$ cat src/assert_macros.svh
// ----------------------------------------------------------------------------
// Assertion macros
// Clocked assertion wrappers used by the vertex transform RTL.
// ----------------------------------------------------------------------------
`ifndef ASSERT_MACROS_SVH
`define ASSERT_MACROS_SVH

// checked on every rising edge of clock, masked while reset is high
`define VT_ASSERT(label, prop, msg) \
   label: assert property (@(posedge clock) disable iff (reset) prop) else $error(msg);

// checked on every rising edge of clock, including reset cycles
`define VT_ASSERT_ALWAYS(label, prop, msg) \
   label: assert property (@(posedge clock) prop) else $error(msg);

`endif

$ cat src/vt_pkg.sv
// ----------------------------------------------------------------------------
// vt_pkg
// Types and constants for the 4x4 Q16.16 vertex transform.
// ----------------------------------------------------------------------------
package vt_pkg;

   typedef logic signed [31:0] word_type;
   typedef logic signed [47:0] term_type;
   typedef logic signed [49:0] sum_type;
   typedef logic signed [63:0] prod_type;

   typedef word_type vec_type [4];
   typedef word_type mat_type [4][4];
   typedef term_type terms_type [4][4];

   typedef struct packed {
      logic valid;
      logic point;
   } ctl_type;

   localparam logic [1:0] ACT_LOAD   = 2'd0;
   localparam logic [1:0] ACT_VECTOR = 2'd1;
   localparam logic [1:0] ACT_POINT  = 2'd2;

   localparam word_type Q_ONE    = 32'sh0001_0000;
   localparam word_type WORD_MAX = 32'sh7fff_ffff;
   localparam word_type WORD_MIN = 32'sh8000_0000;

endpackage

$ cat src/vt_sum_stage.sv
// ----------------------------------------------------------------------------
// vt_sum_stage
// Row sums of four terms, saturation to 32 bits, result register.
// ----------------------------------------------------------------------------
module vt_sum_stage (
   input  logic               clock,
   input  logic               reset,
   input  vt_pkg::ctl_type    in_ctl,
   input  vt_pkg::terms_type  in_terms,
   output logic               up_stall,
   output logic               out_valid,
   output vt_pkg::word_type   out_x,
   output vt_pkg::word_type   out_y,
   output vt_pkg::word_type   out_z,
   output vt_pkg::word_type   out_w,
   output logic               out_sat,
   input  logic               dn_stall
);
   import vt_pkg::*;

   logic       valid_ff;
   word_type   res_ff [4];
   logic       sat_ff;
   sum_type    sum [4];
   word_type   res_in [4];
   logic [3:0] clip;

   always_comb begin
      for (int r = 0; r < 4; r++) begin
         sum[r] = sum_type'(in_terms[r][0]) + sum_type'(in_terms[r][1])
                + sum_type'(in_terms[r][2]) + sum_type'(in_terms[r][3]);
         if (sum[r] > sum_type'(WORD_MAX)) begin
            res_in[r] = WORD_MAX;
            clip[r]   = 1'b1;
         end else if (sum[r] < sum_type'(WORD_MIN)) begin
            res_in[r] = WORD_MIN;
            clip[r]   = 1'b1;
         end else begin
            res_in[r] = sum[r][31:0];
            clip[r]   = 1'b0;
         end
      end
      // point: w reported as zero, never clips
      if (in_ctl.point) begin
         res_in[3] = '0;
         clip[3]   = 1'b0;
      end
   end

   assign up_stall = valid_ff && dn_stall;

   always_ff @(posedge clock) begin
      if (reset) begin
         valid_ff <= 1'b0;
      end else if (!up_stall) begin
         valid_ff <= in_ctl.valid;
      end
   end

   always_ff @(posedge clock) begin
      if (!up_stall) begin
         res_ff <= res_in;
         sat_ff <= |clip;
      end
   end

   assign out_valid = valid_ff;
   assign out_x     = res_ff[0];
   assign out_y     = res_ff[1];
   assign out_z     = res_ff[2];
   assign out_w     = res_ff[3];
   assign out_sat   = sat_ff;

endmodule
$ cat config.mk
export PLATFORM = sky130hd
export DESIGN_NAME = vt_sum_stage
export DESIGN_NICKNAME = d
export VERILOG_FILES = /design/src/assert_macros.svh /design/src/vt_pkg.sv /design/src/vt_sum_stage.sv
export SDC_FILE = /design/constraint.sdc
export NUM_CORES = 1
export LEC_CHECK = 0
export ABC_CLOCK_PERIOD_IN_PS = 6700
export BUFFER_PORTS_ARGS = -buffer_cell sky130_fd_sc_hd__buf_4
export CORE_AREA = 2 2 355 357
export DETAILED_ROUTE_END_ITERATION = 8
export DIE_AREA = 0 0 357 359
export HOLD_SLACK_MARGIN = 0.03
export PLACE_DENSITY = 0.45
export SLEW_MARGIN = 15
export SYNTH_ARGS = -nofsm -noshare
export SYNTH_HDL_FRONTEND = slang
export SYNTH_SLANG_ARGS = --single-unit
$ cat constraint.sdc
create_clock -name clock -period 6.7 [get_ports clock]
set_input_delay 1.675 -clock clock [delete_from_list [all_inputs] [get_ports clock]]
set_output_delay 1.675 -clock clock [all_outputs]
set_load 0.02 [all_outputs]
==> summary.txt, run 1 <==
Drt
  • Drt first pass iters: 5
  • DRC: 0
  • Post-route ant nets: 0
  • Avg Vias per Cell: between 4 and 5
  • Final Routed Wirelength: roughly 120 mm
  • Total routed wire length on the met1 layer: slightly below 50 mm
  • Total via count after detailed routing: roughly 28000
  • Wire length on met3: between 5 and 6 mm
  • Highest metal layer with signal wires: met5
  • Routed wirelength normalized by instance count: approximately 19 µm
  • Drt first-iter violations: 1247
  • Met2 wire length: between 60 and 70 mm

Worst setup path
  • Number of buffer and inverter stages on the critical path: 7
  • Cell type of the slowest stage on the worst timing path: fa_1
  • Crit Path Category: in -> reg
  • Launching element type of the critical path: primary input
  • Crit path required time: approximately 6.9 ns
  • Total number of cells along the worst setup path: 24
  • Maximum single-stage delay on the critical path: 0.56 ns
  • Path depth of the worst reg2reg path: 2
  • Worst path arrival time: roughly 6.9 ns
  • Ordered list of cells on the worst path: buf_6 -> inv_4 -> fa_1 -> fa_1 -> inv_1 -> ha_2 -> inv_2 -> fa_2 -> nor2b_1 -> o21a_1 -> o211ai_1 -> buf_4 -> a2111o_1 -> a21oi_2 -> nor4_4 -> o21bai_1 -> or4_4 -> nor4b_4 -> nor4bb_2 -> nor4b_2 -> buf_4 -> or2_4 -> buf_12 -> o21ai_0
  • Element type at the critical path end: flip-flop
  • Critical-path maximum fanout: 19
  • Top cell family by delay on the critical path: simple AND/OR/NAND/NOR gates

Clock tree
  • Number of buffers created by CTS: 17
  • Max H-tree Level: 4
  • Bufs on Longest Clock Path: 2
  • Clock-pin transition on the worst setup and hold timing paths: roughly 0.07 ns
  • Clk Latency, worst-skew pair: between 0.4 and 0.5 ns
  • Master cell of the clock root buffer: clkbuf_16
  • CTS Hold Bufs: 0
  • TritonCTS clock tree: yes
  • Sink count of the clock tree: 130

STA
  • Final Hold Fails: 0
  • Final setup violation count: 0
  • Achievable frequency: ~150 MHz
  • Setup repair after global routing missed its margin: yes
  • Transition time of the tightest slew-check pin: a little under 0.9 ns
  • Min setup slack post-route: approximately 0.054 ns
  • Final critical-path required period: ~6.6 ns
  • Final clock period utilization by the worst path: 0.992
  • Worst clock skew: 0.0177 ns
  • Final-report max-slew violation count: 0
  • Rel. slew slack: 0.410

Yosys
  • List of most frequent post-synthesis cells: inv_1, fa_1, a21oi_1, ha_1, nand2_1
  • Synth area leaders: fa_1, edfxtp_1, inv_1, ha_1, a21oi_1
  • Number of enable-type register cells in the synthesized netlist: 129
  • Netlist cell types: 89
  • Flop and latch count out of synthesis: 130
  • Yosys top cell area share: 0.277
  • Ys async rst share: 0
  • Number of warnings printed during yosys synthesis: 0
  • Synthesized area per cell: 8.33 µm²
  • Post-Syn Area: ~28000 µm²
  • Most frequent cell after synthesis: inv_1
  • Most used flip-flop cell after synthesis: edfxtp_1
  • Number of instances in the synthesized netlist: about 3400
  • Sequential fraction of the synthesis area: 0.139
  • Cell accounting for the most synthesized area: fa_1
  • Post-Syn Nets: around 4700

Power
  • Largest voltage drop on the vdd net: roughly 0.2 mV
  • Power density over the cells: 348 nW/µm²
  • Leakage power total: approximately 22 nW

Global routing
  • First-pass GRT wire length: about 180 mm
  • Initial antenna violation count: 8
  • Overall overflow remaining after global route: 0
  • Largest net degree at the start of global routing: 89
  • Vias in the first global route: 29700
  • Tot GR Track Use: 0.182

Layout
  • Post-route core utilization: 0.335
  • Ratio of cells with drive above 1 in the final layout: 0.331
  • Summed area of non-filler cells in the final layout: ~42000 µm²
  • Non-filler cells in the finished layout: 6411
  • Area growth, synth to finish: 49.0%
  • Post-layout net count: a little over 6000

Floorplanning
  • Placeable core region: about 120000 µm²
  • Horiz. Die Dim: 357 µm
  • Row cnt: 130
  • Overall die height: approximately 360 µm
  • Boundary pin count: 904
  • Initial Utilization: 0.225
  • Die Area: about 130000 µm²

Place
  • Number of port buffers: ~900
  • Post-detailed-placement half-perimeter wirelength: around 110 mm
  • Global placement routability congestion: between 0.9 and 1
  • Cell count after placement: around 6300
  • Worst-case setup slack after placement: -0.791 ns
  • Instance area at placement: a little over 40000 µm²

Min path
  • Cell count of the worst hold path: 1
  • Path type of the worst min-delay path: reg -> reg

Outcome
  • Result of the run: finished, final reports clean

Flow run
  • Number of maximum-capacitance constraint violations: 0
## per-stage QoR
stage / hold WS [ns] / power [mW] / TNS, ns
floorplan: 1.75 / 7.85 / -0.0466
global placement: 1.39 / 13.1 / -66.36
detailed placement: 1.41 / 13.1 / -69.00
CTS: 1.30 / 14.2 / 0
global route: 1.32 / 15.8 / -5.22
finish: 1.30 / 14.6 / 0
## what timing repair did
item | in CTS | in global routing
gates resized for setup | 16 | 98
gates cloned | 0 | 8
endpoints found under the hold margin | 0 | 0
setup buffers | 5 | 16
pin swaps | 11 | 30
endpoints found under the setup margin | 70 | 125
## report_power, final
| group | total, mW | internal (mW) | leakage [nW] | switching (mW) |
|---|---|---|---|---|
| logic | 11.9 | 5.45 | 20.5 | 6.49 |
| registers | 1.69 | 1.54 | 1.32 | 0.144 |
| clock network | 0.927 | 0.476 | 0.257 | 0.451 |
| total | 14.6 | 7.47 | 22.0 | 7.08 |
## cell type report
| class | count | area (µm²) |
|---|---|---|
| clock inverters | 14 | 105 |
| diodes | 4 | 10.0 |
| multi-input cells | 2216 | 20700 |
| clock buffers | 18 | 429 |
| inverters | 940 | 3530 |
| well taps | 1650 | 2060 |
| flip-flops and latches | 130 | 3890 |
| repair buffers | 1439 | 11100 |
| fillers | 13400 | 82800 |
## cells by family after synthesis
kind of cell,share of synthesized area
AND/OR/NAND/NOR,0.117
multiplexers,0.00219
adder cells (fa/ha/maj),0.364
buffers and inverters,0.141
AO/OA/AOI/OAI,0.184
flip-flops,0.139
XOR/XNOR,0.0534
## worst register-to-register path, delay by kind of cell, from the launching register on
| kind | cells | cell delay [ns] |
|---|---|---|
| buffers and inverters | 1 | 0.73 |
| AND/OR/NAND/NOR | 1 | 0.54 |
| flip-flops | 1 | 0.41 |
## cell usage in the layout, fill, tap and decap left out, types with 29 or more instances in the layout
master       n
o21bai_1    39
edfxtp_1   129
a21oi_1    224
a21o_1     146
nand3_1     56
nor2_1     124
nor3_1      45
nand4_1     58
o21ai_0    130
nand2_1    192
fa_1       384
xor2_1      75
o21ai_1     45
inv_1      934
buf_4     1409
o21a_1      29
xnor2_1     92
ha_1       192
## sequential cells by signal, indices dropped and copies added, names as in the netlist
name       cells
out_w         32
out_x         32
out_y         32
out_z         32
out_sat        1
out_valid      1
## path summary, 6_finish.rpt
| path | slack, ns | end | start |
|---|---|---|---|
| min reg2reg | 1.30 | out_w[30]$_SDFFCE_PP0N_ | out_valid$_SDFFE_PP0N_ |
| max reg2reg | 4.59 | out_w[1]$_SDFFCE_PP0N_ | out_valid$_SDFFE_PP0N_ |
| max | 0.05 | out_y[9]$_SDFFCE_PN1N_ | in_terms[385] |
| min | 1.30 | out_w[30]$_SDFFCE_PP0N_ | out_valid$_SDFFE_PP0N_ |
## per-layer routing
metal | GRT usage | up-vias
met5 | 0 | -
met4 | 0.0608 | 4
met3 | 0.0244 | 116
met2 | 0.337 | 738
met1 | 0.214 | 13300
li1 | - | 13700
No activity file was read; power rests on OpenSTA's default activity.
==> run 2: changes to the inputs <==
Settings changed: CORE_AREA 2 2 355 357 to 2 2 348 350, DIE_AREA 0 0 357 359 to 0 0 350 352, PLACE_DENSITY 0.45 to unset, SKIP_CTS_REPAIR_TIMING set to 1.
==> run 2 against run 1 <==
The run now ends with setup timing left. Core utilization increased by 0.96 points. Wire length decreased by 1.5%. Register-to-register slack got worse by 0.05 ns. Clock skew decreased by 0.0059 ns. Worst setup slack got worse by 0.085 ns. Flip-flop and latch count unchanged. Global-route usage increased by 0.50 points. Power decreased by 2.2%. Count of clock-buffer cells in the layout decreased by 1. Cell count decreased by 1.7%. Combinational power decreased by 3%. Largest power group unchanged. Highest routed layer unchanged.
==> summary.txt, run 2 (synthesis gave the netlist of run 1 again) <==
Outcome
  • Result of the run: finished with violations
  • Violations in the final reports: setup timing

STA
  • Final setup violation count: 18
  • Transition time of the tightest slew-check pin: 0.878 ns
  • Rel. slew slack: 0.415
  • Final Hold Fails: 0
  • Min setup slack post-route: -0.0303 ns
  • Final clock period utilization by the worst path: 1.00
  • Worst clock skew: 0.0118 ns
  • Setup repair after global routing missed its margin: yes
  • Final critical-path required period: between 6 and 7 ns
  • Final-report max-slew violation count: 0
  • Achievable frequency: about 150 MHz
  • Worst hold slack: around 1.2 ns

Place
  • Post-detailed-placement half-perimeter wirelength: 107 mm
  • Number of port buffers: roughly 900
  • Global placement routability congestion: between 0.9 and 1
  • Instance area at placement: roughly 40000 µm²

Clock tree
  • Number of buffers created by CTS: 17
  • Bufs on Longest Clock Path: 2
  • Master cell of the clock root buffer: clkbuf_16
  • TritonCTS clock tree: yes
  • Clk Latency, worst-skew pair: about 0.47 ns
  • Sink count of the clock tree: 130
  • Clock-pin transition on the worst setup and hold timing paths: 0.07 ns
  • Max H-tree Level: 4

Layout
  • Ratio of cells with drive above 1 in the final layout: 0.322
  • Post-route core utilization: 0.345
  • Most common cell after layout, fill and taps aside: buf_4
  • Post-layout net count: between 6000 and 7000
  • Filler cells: between 10000 and 15000
  • Area growth, synth to finish: 46.8%
  • Leading cell types in the layout, fill and taps excluded: buf_4, inv_1, fa_1
  • Summed area of non-filler cells in the final layout: 41200 µm²

Flow run
  • Number of maximum-capacitance constraint violations: 0

Drt
  • Final Routed Wirelength: 119 mm
  • Drt first pass iters: 5
  • Routed wirelength normalized by instance count: 18.8 µm
  • Avg Vias per Cell: approximately 4.4
  • Drt first-iter violations: roughly 1300
  • DRC: 0
  • Total via count after detailed routing: approximately 28000
  • Post-route ant nets: 0

Floorplanning
  • Initial Utilization: 0.235
  • Boundary pin count: approximately 900
  • Horiz. Die Dim: between 300 and 400 µm
  • Die Area: between 100000 and 150000 µm²
  • Row cnt: 127
  • Placeable core region: approximately 120000 µm²
  • Overall die height: 352 µm

Power
  • Switch Pwr: 6.97 mW
  • Sequential share of power: 0.119
  • Combinational group share of total power: 0.808
  • Leakage power total: roughly 22 nW
  • Switching power share of the total: 0.490
  • Overall power consumption: roughly 14 mW
  • Power density over the cells: between 300 and 400 nW/µm²
  • Largest voltage drop on the vdd net: 0.198 mV
  • Clock Power Share: 0.072
  • Internal Pwr Total: between 7 and 8 mW

Worst setup path
  • Element type at the critical path end: flip-flop
  • Endpoint of the most critical register-to-register path: out_z[18]$_SDFFCE_PN1N_
  • Critical-path maximum fanout: 7
  • Cell type of the slowest stage on the worst timing path: fa_2
  • Worst path arrival time: approximately 7 ns
  • Ordered list of cells on the worst path: buf_4 -> inv_1 -> fa_2 -> fa_2 -> buf_4 -> inv_1 -> ha_1 -> a21oi_1 -> o21ai_0 -> a221o_1 -> a2111oi_2 -> a21oi_1 -> nor2_1 -> xnor2_1 -> or4_1 -> nor4b_2 -> nor4bb_1 -> nor4b_2 -> buf_4 -> or2_4 -> clkbuf_16 -> o21ai_0
  • Crit path required time: 6.89 ns
  • Crit Path Category: in -> reg
  • Register-to-register path setup slack: roughly 4.5 ns
  • Number of buffer and inverter stages on the critical path: 6
  • Worst R2R Start: out_valid$_SDFFE_PP0N_
  • Launching element type of the critical path: primary input
  • Cell with the most instances on the worst path: buf_4
  • Maximum single-stage delay on the critical path: 0.63 ns
  • Termination of the worst setup path: out_y[14]$_SDFFCE_PN1N_
  • Crit path from: in_terms[454]
  • Top cell family by delay on the critical path: simple AND/OR/NAND/NOR gates
  • Total number of cells along the worst setup path: 22
  • Path depth of the worst reg2reg path: 2

Global routing
  • Tot GR Track Use: 0.187
  • Initial antenna violation count: 15
  • Vias in the first global route: between 20000 and 30000
  • Overall overflow remaining after global route: 0
  • First-pass GRT wire length: between 150 and 200 mm
  • Largest net degree at the start of global routing: 68

Min path
  • Path type of the worst min-delay path: reg -> reg
## run 2: per-layer routing
| layer | vias to the layer above | global-route usage | wire length, µm |
|---|---|---|---|
| li1 | 13500 | - | - |
| met1 | 13500 | 0.220 | 47700 |
| met2 | 836 | 0.350 | 62500 |
| met3 | 130 | 0.0213 | 4880 |
| met4 | 4 | 0.0600 | 3550 |
| met5 | - | 0 | 27 |
## run 2: final cells by class
type | instances | area (µm²) | share of cell area
repair buffers | 1366 | 10500 | 0.255
multi-input cells | 2216 | 20600 | 0.501
clock inverters | 15 | 189 | 0.00459
clock buffers | 17 | 425 | 0.0103
flip-flops and latches | 130 | 3890 | 0.0945
well taps | 1612 | 2020 | 0.0490
inverters | 940 | 3530 | 0.0857
diodes | 7 | 17.5 | 0.000425
## run 2: worst min-delay path by stage
stage	from	endpoint	depth (start not counted)
floorplan	reset	out_valid$_SDFFE_PP0N_	1
global placement	out_valid$_SDFFE_PP0N_	out_y[15]$_SDFFCE_PN1N_	1
detailed placement	out_valid$_SDFFE_PP0N_	out_y[15]$_SDFFCE_PN1N_	1
CTS	out_valid$_SDFFE_PP0N_	out_w[31]$_SDFFCE_PP0N_	1
global route	out_valid$_SDFFE_PP0N_	out_y[15]$_SDFFCE_PN1N_	1
finish	out_valid$_SDFFE_PP0N_	out_y[15]$_SDFFCE_PN1N_	1
## run 2: through the flow
| stage | worst slack (ns) | std cells | TNS (ns) |
|---|---|---|---|
| after CTS | -0.215 | 6283 | -9.10 |
| final | -0.0303 | 6303 | -0.321 |
| after global routing | -0.276 | 6303 | -7.74 |
| after global placement | -0.687 | 6251 | -66.08 |
| after detailed placement | -0.679 | 6251 | -69.68 |
| after floorplan | -0.0466 | 3369 | -0.0466 |
## run 2: power groups by stage
stage          logic, mW  clock network [mW]  registers [mW]
6_report            11.5                1.03            1.70
5_1_grt             12.6                1.08            1.73
4_1_cts             11.2                1.06            1.71
3_5_place_dp        11.1                   0            1.72
3_3_place_gp        11.1                   0            1.72
2_1_floorplan       5.67                   0            2.18
## run 2: worst reg2reg max path: stages, from the launching register on
cell and delay [ns]:
dfxtp_1 0.44, nand2_8 0.50, buf_4 0.77
