--- config.mk ---
export PLATFORM = sky130hd
export DESIGN_NAME = vt_matrix
export DESIGN_NICKNAME = d
export VERILOG_FILES = /design/src/assert_macros.svh /design/src/vt_pkg.sv /design/src/vt_matrix.sv
export SDC_FILE = /design/constraint.sdc
export NUM_CORES = 1
export LEC_CHECK = 0
export BUFFER_PORTS_ARGS = -buffer_cell sky130_fd_sc_hd__buf_2
export CAP_MARGIN = 0
export CELL_PAD_IN_SITES_DETAIL_PLACEMENT = 0
export CELL_PAD_IN_SITES_GLOBAL_PLACEMENT = 1
export CORE_MARGIN = 1
export CORE_UTILIZATION = 40
export DETAILED_ROUTE_END_ITERATION = 8
export PLACE_DENSITY_LB_ADDON = 0.12
export SYNTH_ARGS = -nofsm -noshare
export SYNTH_HDL_FRONTEND = slang
export SYNTH_SLANG_ARGS = --single-unit
--- constraint.sdc ---
create_clock -name clock -period 2.6 [get_ports clock]
set_clock_uncertainty 0.05 [all_clocks]
set_input_delay 0.13 -clock clock [delete_from_list [all_inputs] [get_ports clock]]
set_output_delay 0.13 -clock clock [all_outputs]
set_load 0.005 [all_outputs]
--- src/assert_macros.svh ---
// ----------------------------------------------------------------------------
// Assertion macros
// Clocked assertion wrappers used by the vertex transform RTL.
// ----------------------------------------------------------------------------
`ifndef ASSERT_MACROS_SVH
`define ASSERT_MACROS_SVH

// checked on every rising edge of clock, masked while reset is high
`define VT_ASSERT(label, prop, msg) \
   label: assert property (@(posedge clock) disable iff (reset) prop) else $error(msg);

// checked on every rising edge of clock, including reset cycles
`define VT_ASSERT_ALWAYS(label, prop, msg) \
   label: assert property (@(posedge clock) prop) else $error(msg);

`endif

--- src/vt_pkg.sv ---
// ----------------------------------------------------------------------------
// vt_pkg
// Types and constants for the 4x4 Q16.16 vertex transform.
// ----------------------------------------------------------------------------
package vt_pkg;

   typedef logic signed [31:0] word_type;
   typedef logic signed [47:0] term_type;
   typedef logic signed [49:0] sum_type;
   typedef logic signed [63:0] prod_type;

   typedef word_type vec_type [4];
   typedef word_type mat_type [4][4];
   typedef term_type terms_type [4][4];

   typedef struct packed {
      logic valid;
      logic point;
   } ctl_type;

   localparam logic [1:0] ACT_LOAD   = 2'd0;
   localparam logic [1:0] ACT_VECTOR = 2'd1;
   localparam logic [1:0] ACT_POINT  = 2'd2;

   localparam word_type Q_ONE    = 32'sh0001_0000;
   localparam word_type WORD_MAX = 32'sh7fff_ffff;
   localparam word_type WORD_MIN = 32'sh8000_0000;

endpackage

--- src/vt_matrix.sv ---
// ----------------------------------------------------------------------------
// vt_matrix
// 4x4 Q16.16 matrix registers, reset to identity, one entry written per beat.
// ----------------------------------------------------------------------------
module vt_matrix (
   input  logic              clock,
   input  logic              reset,
   input  logic              wr_en,
   input  logic [1:0]        wr_row,
   input  logic [1:0]        wr_col,
   input  vt_pkg::word_type  wr_data,
   output vt_pkg::mat_type   mat
);
   import vt_pkg::*;

   mat_type mat_ff;

   always_ff @(posedge clock) begin
      if (reset) begin
         for (int r = 0; r < 4; r++) begin
            for (int c = 0; c < 4; c++) begin
               mat_ff[r][c] <= (r == c) ? Q_ONE : '0;
            end
         end
      end else if (wr_en) begin
         mat_ff[wr_row][wr_col] <= wr_data;
      end
   end

   assign mat = mat_ff;

endmodule

==> flow_metrics.py, run 1 <==
metrics = {
    "run_status": {
        "status": "finished, final reports clean",
    },
    "clock_network": {
        "cts_setup_buffers": 0,
        "cts_tree": "built",
        "numCtsBuffers": 54,
        "cts_max_level": 2,
        "cts_resized": 0,
        "clockBufferDepth": 3,
        "clock_sinks": 512,
        "hold_buffers": 26,
        "clockRootBuffer": "clkbuf_16",
        "worstSkewPairLatency_ns": 0.58,
        "clk_transition_reported_paths_ns": 0.06,
    },
    "worst_setup_path": {
        "worstPathRequired_ns": 2.99,
        "path_class": "primary input to register",
        "crit_fanout": 97,
        "cp_data_arrival_time_ns": 2.07,
        "crit_path_start_kind": "primary input",
        "worst_setup_path_end_kind": "register",
    },
    "cells_and_area": {
        "num-fill-cells": 4617,
        "final_area_um2": 25100,
        "seq_area_um2": 10200,
        "largest_reg_flops": 512,
        "nets": 2323,
        "final_cell_mix": "buf_2 (549), nand2b_1 (540), mux2i_1 (512), dfxtp_1 (512), clkbuf_16 (57)",
        "area_growth_pct": 26.1,
        "final_common_cell": "buf_2",
        "layout-drive-gt1-share": 0.305,
        "multi_input_area_um2": 8710,
    },
    "grt": {
        "grt_pass1_wl_mm": 93.0,
        "first_global_vias": 14400,
        "overflow": 0,
        "grt_start_max_net_pins": 98,
        "grt_usage": 0.246,
        "antenna_found_initial": 0,
    },
    "yosys": {
        "ys_seq_area_frac": 0.516,
        "yosys.area.top_type": "dfxtp_1",
        "synth_nets": 1811,
        "netlist.area_leader.share": 0.516,
        "synthTopCellsByArea": "dfxtp_1 (52%), mux2i_1 (26%), nand2b_1 (17%), clkbuf_1 (1.6%), buf_4 (1.4%)",
        "synth_seq_cells": 512,
        "synth_cell_type_count": 18,
        "syn_avg_cell_area_um2": 11.2,
        "synth.cell_area_um2": 19900,
        "synth_warnings": 0,
        "synthCells": 1772,
    },
    "timing": {
        "slew_violations": 0,
        "finalHoldViolCount": 0,
        "max-slew-margin-rel": 0.432,
        "setup_viol": 0,
        "final.setup.tns_ns": 0,
        "rsz0062_at_grt": "no",
        "tightest_slew_ns": 0.853,
        "finalCriticalPeriod_ns": 1.68,
        "max_freq_mhz": 596,
        "finalCritPeriodShare": 0.646,
        "layout_setup_ws_ns": 0.921,
    },
    "route": {
        "drtIter0Drc": 603,
        "dr.pass1.iters": 4,
        "wl_per_cell_um": 21.5,
        "route.detailed.drc": 0,
        "vias": 14200,
        "postRouteAntennaNets": 0,
        "routed_via_density": 4.76,
        "routed_wl_mm": 64.2,
    },
    "power_and_ir_drop": {
        "total_power_uw": 16400,
        "p_sw_frac": 0.224,
        "p_sw_uw": 3690,
        "pwr-share-seq": 0.486,
        "intPower_uw": 12800,
        "pwr_density_cell_nw_per_um2": 656,
        "power_frac_comb": 0.057,
        "vdd_drop_max_uv": 409,
        "power_leakage_uw": 0.0139,
        "power.share.clock": 0.457,
    },
    "place": {
        "finalWeightedCongestion": 0.805,
        "placed_cell_area_um2": 23100,
        "dp_hpwl_mm": 44.1,
        "port_buffers": 550,
        "preCtsSetupSlack_ns": 0.664,
    },
    "floorplan": {
        "start_util": 0.406,
        "rows": 81,
        "io_pins": 551,
        "chipWidth_um": 225,
        "coreArea_um2": 49000,
        "fp.dieH_um": 225,
        "die-area_um2": 50600,
    },
    "job": {
        "drv_cap": 0,
    },
    "hold_path": {
        "holdCritPathClass": "primary input to register",
    },
}
[cells by family after synthesis]
| kind of cell | count (synthesis) | share of synthesized area |
|---|---|---|
| and+or+nand+nor | 570 | 0.180 |
| muxes | 512 | 0.258 |
| DFF | 512 | 0.516 |
| buffers and inverters | 178 | 0.0466 |
[power by group through the flow]
stage | Combinational [uW] | Clock, uW | Sequential [uW]
after detailed placement | 912 | 0 | 8170
after floorplan | 524 | 0 | 8180
after global routing | 994 | 8020 | 8010
after global placement | 906 | 0 | 8170
final | 935 | 7510 | 8000
after CTS | 946 | 7710 | 8000
[metrics by stage]
step	hold slack, ns	cells	utilization
global route	0.0306	2982	0.512
finish	0.0303	2983	0.512
floorplan	0.271	1772	-
detailed placement	0.386	2866	0.472
global placement	0.375	2866	0.472
CTS	0.00358	2982	0.512
[synth_stat cells]
cell type,number
nand2_2,10
clkbuf_1,87
buf_4,38
clkbuf_2,1
and3b_1,2
nand3_2,4
nand2_1,2
nor2_2,1
and3_1,1
buf_6,8
dfxtp_1,512
mux2i_1,512
nor2_1,5
nor3b_4,1
and2_1,2
buf_2,44
nand2b_1,540
nor2b_1,2
[final cells by class]
| cell class | count | area share |
|---|---|---|
| timing repair buffer | 634 | 0.142 |
| multi-input combinational | 1082 | 0.347 |
| tap | 664 | 0.0331 |
| clock inverter | 7 | 0.00140 |
| antenna | 1 | 0.0000998 |
| sequential | 512 | 0.409 |
| clock buffer | 83 | 0.0672 |
[worst max-delay path, cell delays in order]
cell and delay, ns:
dlygate4sd3_1 0.56, buf_8 0.31, buf_12 0.34, buf_12 0.33, nand2b_1 0.16, mux2i_1 0.08
[path summary, 6_finish.rpt]
path	slack [ns]	cells past startpoint	to	start
min reg2reg	0.42	2	mat[175]	mat[175]
max reg2reg	1.88	2	mat[224]	mat[224]
max	0.92	6	mat[373]	reset
min	0.03	4	mat[463]	wr_data[15]
[per-layer routing]
metal | part of all wire | wire (um) | GRT usage | up-vias
met5 | 0 | 0 | 0 | -
met4 | 0.043 | 2730 | 0.109 | 0
met3 | 0.070 | 4520 | 0.0734 | 113
met2 | 0.46 | 29400 | 0.395 | 392
met1 | 0.43 | 27600 | 0.305 | 6922
li1 | - | - | - | 6779
(Power assumes the default switching activity.)
==> inputs of run 2 (changes only) <==
--- a/config.mk
+++ b/config.mk
@@ -10,7 +10,7 @@
 export CELL_PAD_IN_SITES_DETAIL_PLACEMENT = 0
 export CELL_PAD_IN_SITES_GLOBAL_PLACEMENT = 1
 export CORE_MARGIN = 1
-export CORE_UTILIZATION = 40
+export CORE_UTILIZATION = 36
 export DETAILED_ROUTE_END_ITERATION = 8
 export PLACE_DENSITY_LB_ADDON = 0.12
 export SYNTH_ARGS = -nofsm -noshare
==> constraint.sdc (replaced) <==
create_clock -name clock -period 1.3 [get_ports clock]
set_clock_uncertainty 0.05 [all_clocks]
set_input_delay 0.065 -clock clock [delete_from_list [all_inputs] [get_ports clock]]
set_output_delay 0.065 -clock clock [all_outputs]
set_load 0.005 [all_outputs]
==> run 2 against run 1 <==
Compared with the run above: die area is 11% higher; final area rose by 4.5%; total power rose by 100%; critical endpoint is now mat[396]; highest routed layer unchanged.
==> flow_metrics.py, run 2 (synthesis results as in run 1) <==
metrics = {
    "run_status": {
        "status": "finished, final reports clean",
    },
    "cells_and_area": {
        "layout-drive-gt1-share": 0.315,
        "final_area_um2": 26200,
        "num_antenna_cells": 0,
        "final_common_cell": "buf_2",
        "nets": 2374,
        "num-fill-cells": 5131,
        "final_cell_mix": "buf_2 (549), nand2b_1 (540), mux2i_1 (512), dfxtp_1 (512), buf_12 (61)",
        "area_growth_pct": 31.7,
        "instances_no_fill": 3068,
        "largest_reg_flops": 512,
        "fin_util": 0.483,
    },
    "hold_path": {
        "min-delay-start": "wr_row[1]",
        "hold-path-cell-count": 5,
        "holdCritPathClass": "primary input to register",
        "whs_endpoint": "mat[464]",
    },
    "route": {
        "wl_per_cell_um": 21.9,
        "route.detailed.drc": 0,
        "dr.pass1.iters": 4,
        "drtIter0Drc": 596,
        "vias": 14300,
        "routed_via_density": 4.68,
        "postRouteAntennaNets": 0,
        "routed_wl_mm": 67.1,
    },
    "place": {
        "placed_cell_area_um2": 24100,
        "finalWeightedCongestion": 0.796,
        "port_buffers": 550,
        "dp.cells": 2938,
        "dp_hpwl_mm": 47.7,
    },
    "floorplan": {
        "io_pins": 551,
        "coreArea_um2": 54200,
        "fp.dieH_um": 237,
        "die-area_um2": 56200,
        "start_util": 0.367,
        "chipWidth_um": 237,
        "rows": 85,
    },
    "worst_setup_path": {
        "worst_r2r_endpoint": "mat[429]",
        "ff2ff_setup_slack_ns": 0.58,
        "crit_fanout": 32,
        "worst_setup_path_end_kind": "register",
        "path_class": "primary input to register",
        "worstPathRequired_ns": 1.73,
        "cp_data_arrival_time_ns": 1.69,
        "crit_path_start_kind": "primary input",
        "worstReg2RegStart": "mat[429]",
        "worstRegToRegCells": 2,
    },
    "timing": {
        "finalCritPeriodShare": 0.969,
        "finalCriticalPeriod_ns": 1.26,
        "tightest_slew_ns": 0.429,
        "rsz0062_at_grt": "yes",
        "finalHoldViolCount": 0,
        "max-slew-margin-rel": 0.713,
        "max_freq_mhz": 793,
        "slew_violations": 0,
        "setup_viol": 0,
    },
    "clock_network": {
        "numCtsBuffers": 56,
        "clk_transition_reported_paths_ns": 0.06,
        "clockRootBuffer": "clkbuf_16",
        "worstSkewPairLatency_ns": 0.60,
        "clock_sinks": 512,
        "cts_max_level": 2,
        "cts_tree": "built",
        "clockBufferDepth": 3,
    },
    "grt": {
        "overflow": 0,
        "grt_start_max_net_pins": 57,
        "antenna_found_initial": 0,
        "grt_pass1_wl_mm": 98.1,
        "grt_usage": 0.234,
        "first_global_vias": 14600,
    },
    "power_and_ir_drop": {
        "power_leakage_uw": 0.0144,
        "vdd_drop_max_uv": 917,
        "pwr_density_cell_nw_per_um2": 1280,
    },
    "job": {
        "drv_cap": 0,
    },
}
-- run 2: cell types whose count changed in the layout (fill, tap and decap cells not counted), sizes merged --
cell and change:
clkbuf +5, clkinv -3, bufinv +1, dlygate4sd3 +8
buf +41, inv +2, diode -1
-- run 2: area by class of cell --
cell class,instances,area [um2],area share
repair buffers,683,4610,0.176
multi-input cells,1082,8710,0.333
well taps,696,871,0.0332
clock buffers,88,1680,0.0642
clock inverters,7,67.6,0.00258
flip-flops and latches,512,10200,0.391
-- run 2: repair_timing --
| item | CTS | global route |
|---|---|---|
| resized for setup | 0 | 2 |
| hold buffers | 34 | 0 |
| buffers inserted | 0 | 1 |
| endpoints found under the hold margin | 473 | 0 |
| setup endpoints to repair | 0 | 41 |
-- run 2: worst max-delay path, stage by stage --
cell	delay, ns
dlygate4sd3_1	0.55
buf_2	0.16
nor3b_4	0.26
buf_4	0.17
nand3_2	0.09
buf_12	0.21
mux2i_1	0.15
-- run 2: through the flow --
step | hold slack (ns) | setup slack (ns) | total power (uW) | setup TNS (ns)
after floorplan | 0.206 | 0.147 | 17400 | 0
after global placement | 0.368 | -0.00824 | 18500 | -0.0731
after detailed placement | 0.383 | -0.0367 | 18500 | -0.559
after CTS | 0.000199 | 0.0156 | 33900 | 0
after global routing | 0.0659 | -0.0147 | 34700 | -0.0516
final | 0.0727 | 0.0397 | 33600 | 0
-- run 2: report_power, final --
part	internal, uW	switching (uW)	leakage [uW]
logic	1060	1120	0.00944
registers	15900	106	0.00413
clock network	8970	6400	0.000862
-- run 2: how the worst max path moves through the flow --
stage | startpoint | to | slack (ns) | cells past startpoint
6_report | wr_row[0] | mat[396] | 0.04 | 7
2_1_floorplan | wr_col[1] | mat[484] | 0.15 | 6
4_1_cts | mat[434] | mat[434] | 0.02 | 1
5_1_grt | wr_row[0] | mat[386] | -0.01 | 7
3_3_place_gp | wr_row[1] | mat[497] | -0.008 | 5
3_5_place_dp | wr_row[1] | mat[481] | -0.04 | 5
-- run 2: routing by layer --
| layer | global-route usage | vias up | part of all wire |
|---|---|---|---|
| met5 | 0 | - | 0 |
| met4 | 0.0634 | 0 | 0.024 |
| met3 | 0.0772 | 90 | 0.073 |
| met2 | 0.376 | 374 | 0.46 |
| met1 | 0.297 | 6979 | 0.44 |
| li1 | - | 6902 | - |
==> inputs of run 3 (changes only) <==
--- a/config.mk
+++ b/config.mk
@@ -11,6 +11,7 @@
 export CELL_PAD_IN_SITES_GLOBAL_PLACEMENT = 1
 export CORE_MARGIN = 1
 export CORE_UTILIZATION = 36
+export CTS_BUF_LIST = sky130_fd_sc_hd__clkbuf_16
 export DETAILED_ROUTE_END_ITERATION = 8
 export PLACE_DENSITY_LB_ADDON = 0.12
 export SYNTH_ARGS = -nofsm -noshare
==> run 3 against run 2 <==
Compared with the run above: sequential power hardly changed; via count is 0.26% higher; combinational power hardly changed; register-to-register slack hardly changed; largest power group unchanged; critical path depth stayed put; non-clock buffer count stayed put; die area stayed put; first-iteration DRC count is 6.7% higher; hold slack worse by 0.0017 ns; total power is 2.9% lower; critical path type unchanged; clock-buffer cell count is 31 lower.
==> flow_metrics.py, run 3 (synthesis results as in run 1) <==
metrics = {
    "power_and_ir_drop": {
        "p_sw_frac": 0.234,
        "pwr-share-seq": 0.491,
        "power.share.clock": 0.442,
        "p_sw_uw": 7630,
        "vdd_drop_max_uv": 894,
        "total_power_uw": 32600,
        "intPower_uw": 25000,
        "power_frac_comb": 0.067,
        "pwr_density_cell_nw_per_um2": 1250,
        "power_leakage_uw": 0.0144,
    },
    "route": {
        "drtIter0Drc": 636,
        "wl_per_cell_um": 21.9,
        "routed_wl_mm": 67.2,
        "routed_via_density": 4.69,
        "route.detailed.drc": 0,
        "dr.pass1.iters": 4,
        "vias": 14400,
        "postRouteAntennaNets": 0,
    },
    "place": {
        "dp_hpwl_mm": 47.7,
        "preCtsSetupSlack_ns": -0.0367,
        "port_buffers": 550,
        "finalWeightedCongestion": 0.796,
    },
    "cells_and_area": {
        "num-fill-cells": 5140,
        "final_cell_mix": "buf_2 (549), nand2b_1 (540), mux2i_1 (512), dfxtp_1 (512), buf_12 (61)",
        "largest_reg_flops": 512,
        "multi_input_area_um2": 8710,
        "area_growth_pct": 31.0,
        "seq_area_um2": 10200,
        "fin_util": 0.480,
        "layout-drive-gt1-share": 0.309,
        "final_common_cell": "buf_2",
        "num_antenna_cells": 0,
        "nets": 2374,
    },
    "clock_network": {
        "clock_sinks": 512,
        "worstSkewPairLatency_ns": 0.60,
        "clk_transition_reported_paths_ns": 0.06,
        "clockRootBuffer": "clkbuf_16",
        "numCtsBuffers": 56,
        "clockBufferDepth": 3,
        "cts_tree": "built",
        "cts_max_level": 2,
    },
    "floorplan": {
        "die-area_um2": 56200,
        "io_pins": 551,
        "start_util": 0.367,
        "rows": 85,
        "fp.dieH_um": 237,
        "coreArea_um2": 54200,
        "chipWidth_um": 237,
    },
    "worst_setup_path": {
        "path_class": "primary input to register",
        "worstPathRequired_ns": 1.72,
        "crit_fanout": 32,
        "crit_path_start_kind": "primary input",
        "cp_data_arrival_time_ns": 1.69,
        "worst_setup_path_end_kind": "register",
    },
    "grt": {
        "grt_start_max_net_pins": 57,
        "antenna_found_initial": 0,
        "overflow": 0,
        "grt_usage": 0.233,
        "first_global_vias": 14600,
        "grt_pass1_wl_mm": 98.0,
    },
    "hold_path": {
        "holdCritPathClass": "primary input to register",
    },
    "timing": {
        "fin_hold_ws_ns": 0.0710,
        "layout_setup_ws_ns": 0.0386,
        "slew_violations": 0,
        "finalCriticalPeriod_ns": 1.26,
        "rsz0062_at_grt": "yes",
        "tightest_slew_ns": 0.429,
        "max_freq_mhz": 793,
        "setup_viol": 0,
        "finalCritPeriodShare": 0.970,
        "max-slew-margin-rel": 0.713,
        "finalHoldViolCount": 0,
    },
    "job": {
        "drv_cap": 0,
    },
    "run_status": {
        "status": "finished, final reports clean",
    },
}
-- run 3: cell types whose count changed in the layout (fill, tap and decap cells not counted), sizes merged --
| cell | delta |
|---|---|
| inv | +17 |
| clkbuf | -31 |
| clkinv | +14 |
-- run 3: area by class of cell --
class                           instances  area share
Clock buffer                           57      0.0547
Tap cell                              696      0.0334
Sequential cell                       512       0.393
Timing Repair Buffer                  683       0.177
Multi-Input combinational cell       1082       0.334
Clock inverter                         38     0.00706
-- run 3: through the flow --
step | instance area [um2] | cells | TNS, ns
floorplan | 19900 | 1772 | 0
global placement | 24100 | 2938 | -0.0731
detailed placement | 24100 | 2938 | -0.559
CTS | 26000 | 3067 | 0
global route | 26100 | 3068 | -0.0732
finish | 26100 | 3068 | 0
-- run 3: critical path, cell delays in order --
cell and delay [ns]:
dlygate4sd3_1 0.55, buf_2 0.16, nor3b_4 0.26, buf_4 0.17
nand3_2 0.09, buf_12 0.21, mux2i_1 0.15
-- run 3: power by group through the flow --
stage | registers, uW | logic [uW] | clock network [uW]
after global routing | 16000 | 2310 | 15400
after detailed placement | 16300 | 2120 | 0
after CTS | 16000 | 2210 | 14700
final | 16000 | 2180 | 14400
after global placement | 16300 | 2110 | 0
after floorplan | 16400 | 1050 | 0
-- run 3: per-layer routing --
| metal | wire (um) | up-vias | track usage |
|---|---|---|---|
| li1 | - | 6907 | - |
| met1 | 29900 | 7006 | 0.297 |
| met2 | 30800 | 379 | 0.376 |
| met3 | 4930 | 90 | 0.0773 |
| met4 | 1560 | 0 | 0.0628 |
| met5 | 0 | - | 0 |
-- run 3: final timing paths --
check	slack, ns	cells past startpoint	endpoint	start
hold reg to reg	0.42	2	mat[482]	mat[482]
setup reg to reg	0.59	2	mat[429]	mat[429]
setup / recovery	0.04	7	mat[391]	wr_row[0]
hold / removal	0.07	5	mat[464]	wr_row[1]
-- run 3: what timing repair did --
action	CTS	global route
setup buffers	0	1
hold buffers	34	0
endpoints found under the setup margin	0	42
hold endpoints to repair	469	0
gates resized for setup	0	2
